===== src/ttfb_pkg.sv =====
// Shared types and constants of the tagged tile fill buffer.
// Field widths, operation and status codes, lookup result struct.
// No dependencies.
package ttfb_pkg;

   // Fixed field widths of the channels
   localparam int MODE_W     = 3;
   localparam int TAG_IN_W   = 16;
   localparam int ADDR_W     = 64;
   localparam int SIZE_W     = 7;
   localparam int WORD_W     = 64;
   localparam int STATUS_W   = 3;
   localparam int SLOT_W     = 3;
   localparam int BNUM_W     = 3;

   // One block is eight bytes
   localparam int BLOCK_BYTES = 8;
   localparam int BYTE_SHIFT  = 3;
   localparam int BIDX_W      = SIZE_W - BYTE_SHIFT;

   // Widest entry index the table supports (64 entries)
   localparam int LOOKUP_IDX_W = 6;

   typedef enum logic [MODE_W-1:0] {
      MODE_ALLOC = 3'd0,
      MODE_FILL  = 3'd1,
      MODE_QUERY = 3'd2,
      MODE_READ  = 3'd3,
      MODE_CLEAR = 3'd4
   } mode_type;

   typedef enum logic [STATUS_W-1:0] {
      ST_OK        = 3'd0,
      ST_FULL      = 3'd1,
      ST_DUP       = 3'd2,
      ST_MISSING   = 3'd3,
      ST_RANGE     = 3'd4,
      ST_REFILL    = 3'd5,
      ST_NOT_READY = 3'd6
   } status_type;

   typedef struct packed {
      logic                    hit;
      logic [LOOKUP_IDX_W-1:0] hit_idx;
      logic                    free_ok;
      logic [LOOKUP_IDX_W-1:0] free_idx;
   } lookup_type;

endpackage


===== src/ttfb_lookup.sv =====
// Tag match and free-entry search over the entry table.
// Depends on ttfb_pkg (lookup_type).
module ttfb_lookup import ttfb_pkg::*; #(
   parameter int ENTRIES = 8,
   parameter int TAG_W   = 16
) (
   input  logic               clock,
   input  logic               reset,
   input  logic [ENTRIES-1:0] valid,
   input  logic [TAG_W-1:0]   tags [ENTRIES],
   input  logic [TAG_W-1:0]   key,
   output lookup_type         result
);

   logic [ENTRIES-1:0] match_vec;

   // Compare every valid entry against the key
   always_comb begin
      for (int i = 0; i < ENTRIES; i++) begin
         match_vec[i] = valid[i] && (tags[i] == key);
      end
   end

   // Lowest matching entry and lowest free entry win
   always_comb begin
      result = '0;
      for (int i = ENTRIES - 1; i >= 0; i--) begin
         if (match_vec[i]) begin
            result.hit     = 1'b1;
            result.hit_idx = LOOKUP_IDX_W'(i);
         end
         if (!valid[i]) begin
            result.free_ok  = 1'b1;
            result.free_idx = LOOKUP_IDX_W'(i);
         end
      end
   end

   // Allocation refuses duplicates, so a tag lives in at most one entry
   a_unique_tag: assert property (@(posedge clock) disable iff (reset)
      $onehot0(match_vec))
      else $error("tag matches more than one entry");

endmodule


===== config.mk =====
export PLATFORM = sky130hd
export DESIGN_NAME = ttfb_lookup
export DESIGN_NICKNAME = d
export VERILOG_FILES = /design/src/ttfb_pkg.sv /design/src/ttfb_lookup.sv
export SDC_FILE = /design/constraint.sdc
export NUM_CORES = 1
export LEC_CHECK = 0
export ABC_AREA = 1
export BUFFER_PORTS_ARGS = -buffer_cell sky130_fd_sc_hd__clkbuf_2
export CELL_PAD_IN_SITES_DETAIL_PLACEMENT = 0
export CELL_PAD_IN_SITES_GLOBAL_PLACEMENT = 1
export CORE_MARGIN = 4
export CORE_UTILIZATION = 27
export DETAILED_ROUTE_END_ITERATION = 8
export GPL_TIMING_DRIVEN = 0
export PLACE_DENSITY_LB_ADDON = 0.1
export SLEW_MARGIN = 20
export SYNTH_ARGS = -nofsm -noshare
export SYNTH_HDL_FRONTEND = slang
export SYNTH_SLANG_ARGS = --single-unit

===== constraint.sdc =====
create_clock -name vclk -period 3.7
set_input_delay 0.74 -clock vclk [all_inputs]
set_output_delay 0.74 -clock vclk [all_outputs]
set_load 0.02 [all_outputs]

==> results of run 1 <==
## final timing paths
kind                      from  cells past startpoint   endpoint  slack (ps)
worst max-delay path    key[1]                     12  result[8]         600
worst min-delay path  valid[1]                      3  result[0]        1790
## final cells by class
| type | count | area [sq um] |
|---|---|---|
| Multi-Input combinational cell | 351 | 1760 |
| Timing Repair Buffer | 151 | 756 |
| Inverter | 57 | 214 |
| Tap cell | 102 | 128 |
| Fill cell | 940 | 4680 |
| Buffer | 22 | 183 |
## per-stage QoR
| stage | instances | power [mW] | instance area [sq um] | utilization | hold WS, ps |
|---|---|---|---|---|---|
| finish | 683 | 0.318 | 3040 | 0.394 | 1790 |
| global route | 683 | 0.360 | 3040 | 0.394 | 1800 |
| CTS | 683 | 0.321 | 3040 | 0.394 | 1790 |
| detailed placement | 683 | 0.320 | 3040 | 0.394 | 1790 |
| global placement | 683 | 0.317 | 3040 | 0.394 | 1790 |
| floorplan | 430 | 0.178 | 2160 | - | 1610 |
## layout by cell type, fill, tap and decap left out
master | netlist | final
nor2_2 | 2 | 2
a21boi_0 | 2 | 2
nor4b_1 | 1 | 1
a221oi_1 | 3 | 3
a221oi_2 | 2 | 2
nor3_1 | 6 | 6
nand3_1 | 12 | 12
nor4_1 | 1 | 1
clkbuf_2 | 0 | 151
inv_1 | 44 | 44
nor3_2 | 1 | 1
conb_1 | 1 | 6
or2_1 | 3 | 3
o211ai_1 | 2 | 2
buf_4 | 14 | 14
or2_2 | 10 | 10
buf_2 | 2 | 2
nand2_1 | 151 | 151
xnor2_1 | 11 | 11
xor2_1 | 17 | 17
nor2_1 | 42 | 42
nand4_1 | 8 | 8
o22ai_1 | 16 | 16
nand3_2 | 1 | 1
a211oi_1 | 3 | 3
o221ai_1 | 1 | 1
inv_2 | 13 | 13
a21oi_2 | 3 | 3
a22o_1 | 3 | 3
nor4_2 | 1 | 1
o21ai_0 | 27 | 27
a21oi_1 | 9 | 9
o21ai_1 | 4 | 4
buf_6 | 6 | 6
a31oi_1 | 1 | 1
nand2_2 | 2 | 2
## per-layer routing
metal  vias to the layer above  routed length, um
met5                         -                  0
met4                         0                101
met3                         6                842
met2                       113               4590
met1                      1355               4230
li1                       1672                  -
## cells in the mapped netlist, types with 4 or more instances
cell type    n  area, sq um
nand3_1     12         60.1
xnor2_1     11         96.3
buf_6        6         67.6
o21ai_1      4         20.0
a21oi_1      9         45.0
buf_4       14          105
nor3_1       6         30.0
nand4_1      8         50.1
inv_2       13         48.8
nand2_1    151          567
o22ai_1     16          100
inv_1       44          165
or2_2       10         62.6
o21ai_0     27          135
nor2_1      42          158
xor2_1      17          149
## cell families (layout without fill, tap and decap cells)
kind of cell | Yosys count | after routing | share of synthesized area
AO/OA/AOI/OAI | 76 | 76 | 0.223
AND/OR/NAND/NOR | 241 | 241 | 0.476
other | 1 | 6 | 0.00175
XOR/XNOR | 28 | 28 | 0.115
buffers and inverters | 79 | 230 | 0.185
## power breakdown
part	switching (mW)	internal [mW]	leakage (nW)
Combinational	0.173	0.145	1.78
Sequential	0	0	0
Clock	0	0	0
==> impl_metrics.json, run 1 <==
{
  "syn_area_sq_um": 2140,
  "final-seq-area_sq_um": 0,
  "cap_violations": 0,
  "start_util": 0.277,
  "drt_first_pass_iters": 4,
  "drive_gt1_frac": 0.358,
  "antenna_found_initial": 0,
  "cp-start-kind": "primary input",
  "hpwl_um": 8680,
  "cp_max_fo": 10,
  "fin_crit_sh": 0.839,
  "place_worst_setup_slack_ps": 616,
  "grt_pass1_vias": 3039,
  "design.seq.count": 0,
  "crit_chain": "clkbuf_2 -> inv_2 -> buf_2 -> o21ai_0 -> nor2_1 -> nand4_1 -> nor2_1 -> nand3_1 -> nand2_1 -> inv_2 -> a21oi_2 -> clkbuf_2",
  "rows": 32,
  "finalHoldViolations": 0,
  "hp-class": "primary input to output port",
  "gr-usage-met3": 0.0288,
  "fin_nets": 737,
  "use_met1": 0.261,
  "end_kind": "output port",
  "ys_seq_area_frac": 0,
  "met2_usage": 0.349,
  "grt_pass1_wl_um": 15100,
  "layout_min_cycle_time_ps": 3100,
  "cp_num_buf_inv": 5,
  "vdd_ir_drop_max_mv": 0.0375,
  "postCtsSetupRepairBufs": 0,
  "syn_inst": 425,
  "maxSlewViolCount": 0,
  "status": "complete, no violations",
  "fp.dieH_um": 97.0,
  "p_leak_nw": 1.78,
  "dieArea_sq_um": 9420,
  "drtAntennaViolNets": 0,
  "cp.arrival_ps": 2360,
  "grt-ovfl-total": 0,
  "power-per-cell-area_nw_per_um2": 105,
  "io_pins": 168,
  "vias": 3146,
  "max_freq_mhz": 322,
  "portBuffers": 151,
  "grt_usage": 0.197,
  "worstPathRequired_ps": 2960,
  "cp_slowest_stage_delay_ps": 240,
  "grt_max_degree": 11,
  "avgViaCountPerCell": 4.61,
  "grt.busiest_layer": "met2",
  "ys_warn_count": 0,
  "gp_congestion": 0.862,
  "crit_slowest_cell": "buf_2",
  "coreArea_sq_um": 7730,
  "finalSetupViolations": 0,
  "setup_slack_ps": 596,
  "hold_buffers": 0,
  "setup_tns_ps": 0,
  "wl_per_cell_um": 14.3,
  "wl_um": 9760,
  "cp_top_family": "simple AND/OR/NAND/NOR gates",
  "areaGrowthSynthToFinish_pct": 42.1,
  "diodes": 0,
  "drc": 0,
  "clockBufferCount": 0,
  "synthDistinctLibCells": 35,
  "rsz0062_at_grt": "false",
  "avgSynthCellArea_sq_um": 5.04,
  "die_x_um": 97.0,
  "drtIter0Drc": 95,
  "post_cts_resized": 0,
  "crit_type": "primary input to output port"
}
Power figures use the tool's default switching activity.
==> run 2, diff against run 1 <==
- CORE_UTILIZATION: 27 -> 25
- clock period: 3.7 -> 3.1 ns (I/O delays scaled with it)
==> run 2 against run 1 <==
- clock-buffer cell count stayed put
- non-clock buffer count unchanged
- design area increased by 0.12%
- flip-flop and latch count unchanged
- routed wire length rose by 4.3%
- setup slack worse by 370 ps
- final cell count up 0.44%
- critical path depth is the same
- largest power group unchanged
- utilization decreased by 2.5 points
==> impl_metrics.json, run 2 (synthesized netlist as in run 1, its figures left out) <==
{
  "portBuffers": 151,
  "grt-ovfl-total": 0,
  "wl_um": 10200,
  "end_kind": "output port",
  "drtAntennaViolNets": 0,
  "power.share.clock": 0,
  "switching_power_mw": 0.212,
  "grt.busiest_layer": "met2",
  "rsz0062_at_grt": "false",
  "start_util": 0.259,
  "grt_max_degree": 11,
  "post_cts_resized": 0,
  "antenna_found_initial": 0,
  "drc": 0,
  "cp-start-kind": "primary input",
  "timing.hold.ws_ps": 1550,
  "power.total_mw": 0.385,
  "seqPwrFrac": 0,
  "grt_pass1_wl_um": 14900,
  "io_pins": 168,
  "final-seq-area_sq_um": 0,
  "maxSlewViolCount": 0,
  "grt_pass1_vias": 2910,
  "design.seq.count": 0,
  "drtIter0Drc": 123,
  "intPower_mw": 0.173,
  "final_util": 0.369,
  "place_area_sq_um": 3050,
  "wl_per_cell_um": 14.8,
  "met2_usage": 0.329,
  "gp_congestion": 0.875,
  "cp_slowest_stage_delay_ps": 250,
  "drive_gt1_frac": 0.358,
  "dieArea_sq_um": 10100,
  "clockBufferCount": 0,
  "gr-usage-met3": 0.0187,
  "hold_depth": 3,
  "cp.arrival_ps": 2260,
  "crit_slowest_cell": "nor2_1",
  "p_comb_frac": 1.000,
  "mostFrequentLayoutCells": "nand2_1, clkbuf_2, inv_1",
  "avgViaCountPerCell": 4.57,
  "fin_nets": 737,
  "status": "complete, no violations",
  "p_leak_nw": 1.78,
  "die_x_um": 101,
  "cp_num_buf_inv": 4,
  "drt_first_pass_iters": 4,
  "hp-class": "primary input to output port",
  "finalHoldViolations": 0,
  "crit_chain": "buf_4 -> inv_2 -> nand2_1 -> nand2_1 -> inv_1 -> nand2_1 -> nor2_1 -> nand3_1 -> o21ai_0 -> nor2_1 -> nor3_2 -> clkbuf_2",
  "layout_min_cycle_time_ps": 2880,
  "dp_cells": 686,
  "instances_no_fill": 686,
  "coreArea_sq_um": 8260,
  "cp_top_family": "simple AND/OR/NAND/NOR gates",
  "areaGrowthSynthToFinish_pct": 42.3,
  "finalSetupViolations": 0,
  "cpMostUsedCell": "nand2_1",
  "min_to": "result[0]",
  "fill_cells": 1019,
  "finish.instance_area_sq_um": 3050,
  "crit_type": "primary input to output port",
  "hold_buffers": 0,
  "rows": 33,
  "setup_slack_ps": 223,
  "setup_tns_ps": 0,
  "place_worst_setup_slack_ps": 253,
  "max_freq_mhz": 348,
  "vias": 3138,
  "cp_max_fo": 8,
  "min_from": "valid[1]",
  "swShare": 0.550,
  "hpwl_um": 8940,
  "vdd_ir_drop_max_mv": 0.0524,
  "grt_usage": 0.190,
  "postCtsSetupRepairBufs": 0,
  "fp.dieH_um": 101,
  "cap_violations": 0,
  "fin_crit_sh": 0.928,
  "use_met1": 0.271,
  "power-per-cell-area_nw_per_um2": 126,
  "diodes": 0,
  "worstPathRequired_ps": 2480
}
run 2: cell counts in the layout (fill, tap and decap cells not counted):
No cell type changed its count.
run 2: routing by layer:
| metal | routed length [um] | vias to the layer above | part of all wire |
|---|---|---|---|
| li1 | - | 1663 | - |
| met1 | 4630 | 1356 | 0.46 |
| met2 | 4810 | 119 | 0.47 |
| met3 | 737 | 0 | 0.072 |
| met4 | 0 | 0 | 0 |
| met5 | 0 | - | 0 |
run 2: worst max-delay path by stage:
stage                       start        end  cells after the start
after floorplan            key[2]  result[9]                      8
after global placement     key[1]  result[8]                     12
after detailed placement   key[1]  result[8]                     12
after CTS                  key[1]  result[8]                     12
after global routing       key[1]  result[8]                     12
final                     key[15]  result[9]                     12
run 2: tightest hold or removal path: cells and delay by family:
family / cells / cell delay, ps
buffers and inverters: 2 / 240
AOI/OAI and AO/OA: 1 / 70
run 2: cell type report:
type               count  area [sq um]  share of cell area
plain buffers         22           183              0.0600
inverters             57           214              0.0702
multi-input cells    351          1760               0.579
well taps            105           131              0.0431
repair buffers       151           756               0.248
run 2: power groups by stage:
| stage | clock network, mW | logic [mW] | registers [mW] |
|---|---|---|---|
| 2_1_floorplan | 0 | 0.213 | 0 |
| 3_3_place_gp | 0 | 0.382 | 0 |
| 3_5_place_dp | 0 | 0.385 | 0 |
| 4_1_cts | 0 | 0.387 | 0 |
| 5_1_grt | 0 | 0.431 | 0 |
| 6_report | 0 | 0.385 | 0 |
==> run 3, diff against run 2 <==
- ABC_CLOCK_PERIOD_IN_PS: default -> 2830
- SKIP_LAST_GASP: default -> 1
- clock period: 3.1 -> 2.83 ns (I/O delays scaled with it)
==> run 3 against run 2 <==
- routed wire length hardly changed
- design area grew 0.16%
- final cell count did not move
- critical endpoint is now result[7]
- total power increased by 9.8%
- largest power group unchanged
- utilization rose by 0.061 points
- flip-flop and latch count is the same
- worst hold slack lost 110 ps
- critical path type unchanged
- die area unchanged
==> impl_metrics.json, run 3 (synthesized netlist as in run 1, its figures left out) <==
{
  "final_util": 0.370,
  "layout_min_cycle_time_ps": 2690,
  "fin_crit_sh": 0.949,
  "grt_max_degree": 11,
  "finalHoldViolations": 0,
  "cp-startpoint": "key[15]",
  "timing.hold.ws_ps": 1440,
  "drive_gt1_frac": 0.361,
  "crit_chain": "buf_4 -> inv_2 -> nand2_1 -> nand2_1 -> inv_1 -> nand2_1 -> nor2_1 -> nand3_1 -> nor2_1 -> nand2_1 -> nand2_1 -> nand2_1 -> nand2_1 -> nand2_1 -> a21oi_2 -> clkbuf_2",
  "die_x_um": 101,
  "swShare": 0.550,
  "antenna_found_initial": 0,
  "hp-class": "primary input to output port",
  "dp_cells": 686,
  "finalSetupViolations": 0,
  "vdd_ir_drop_max_mv": 0.0579,
  "setup_slack_ps": 144,
  "fin_nets": 737,
  "diodes": 0,
  "rsz0062_at_grt": "false",
  "place_worst_setup_slack_ps": 91.4,
  "max_freq_mhz": 372,
  "crit_type": "primary input to output port",
  "coreArea_sq_um": 8260,
  "drtIter0Drc": 100,
  "cap_violations": 0,
  "power-per-cell-area_nw_per_um2": 138,
  "finish.instance_area_sq_um": 3050,
  "avgViaCountPerCell": 4.58,
  "crit_slowest_cell": "nor2_1",
  "cp_slowest_stage_delay_ps": 240,
  "worstPathRequired_ps": 2260,
  "drtAntennaViolNets": 0,
  "power.total_mw": 0.422,
  "cp.arrival_ps": 2120,
  "wl_um": 10200,
  "wl_per_cell_um": 14.8,
  "instances_no_fill": 686,
  "areaGrowthSynthToFinish_pct": 42.5,
  "p_leak_nw": 1.78,
  "fp.dieH_um": 101,
  "clockBufferCount": 0,
  "rows": 33,
  "power.share.clock": 0,
  "min_from": "valid[1]",
  "place_area_sq_um": 3050,
  "vias": 3142,
  "grt-ovfl-total": 0,
  "gp_congestion": 0.875,
  "switching_power_mw": 0.232,
  "hold_buffers": 0,
  "dieArea_sq_um": 10100,
  "design.seq.count": 0,
  "cp-start-kind": "primary input",
  "hpwl_um": 8940,
  "grt_pass1_vias": 2910,
  "cpMostUsedCell": "nand2_1",
  "end_kind": "output port",
  "status": "complete, no violations",
  "grt_usage": 0.190,
  "mostFrequentLayoutCells": "nand2_1, clkbuf_2, inv_1",
  "intPower_mw": 0.190,
  "p_comb_frac": 1.000,
  "drt_first_pass_iters": 5,
  "start_util": 0.259,
  "cp_max_fo": 8,
  "io_pins": 168,
  "maxSlewViolCount": 0,
  "setup_tns_ps": 0,
  "grt_pass1_wl_um": 14900,
  "seqPwrFrac": 0,
  "final-seq-area_sq_um": 0,
  "drc": 0,
  "portBuffers": 151
}
==> run 3: cell count changes in the layout (fill, tap and decap cells not counted), sizes merged <==
cell and change:
buf -1, clkbuf +1
==> run 3: power by group through the flow <==
stage	clock [mW]	sequential [mW]	combinational (mW)
after detailed placement	0	0	0.422
final	0	0	0.422
after floorplan	0	0	0.233
after global routing	0	0	0.473
after CTS	0	0	0.424
after global placement	0	0	0.418
==> run 3: critical path: cells and delay by family <==
kind	cells	cell delay, ps
AOI/OAI and AO/OA	1	120
buffers and inverters	4	490
and+or+nand+nor	11	940
==> run 3: layout make-up <==
cell class / count / area (sq um)
tap: 105 / 131
inverter: 57 / 214
fill: 1019 / 5210
timing repair buffer: 151 / 756
buffer: 22 / 185
multi-input combinational: 351 / 1770
==> run 3: worst paths after layout <==
kind               endpoint  slack, ps  cells after the start
hold / removal    result[0]       1440                      3
setup / recovery  result[7]        140                     16
==> run 3: what timing repair did <==
action                     CTS  global route
setup endpoints to repair    0             4
setup buffers                0             0
gates resized for setup      0             4
==> run 3: layer usage <==
| layer | global-route usage | up-vias | part of all wire |
|---|---|---|---|
| met2 | 0.329 | 129 | 0.47 |
| met4 | 0 | 0 | 0 |
| met1 | 0.271 | 1348 | 0.45 |
| met5 | 0 | - | 0 |
| li1 | - | 1665 | - |
| met3 | 0.0187 | 0 | 0.079 |
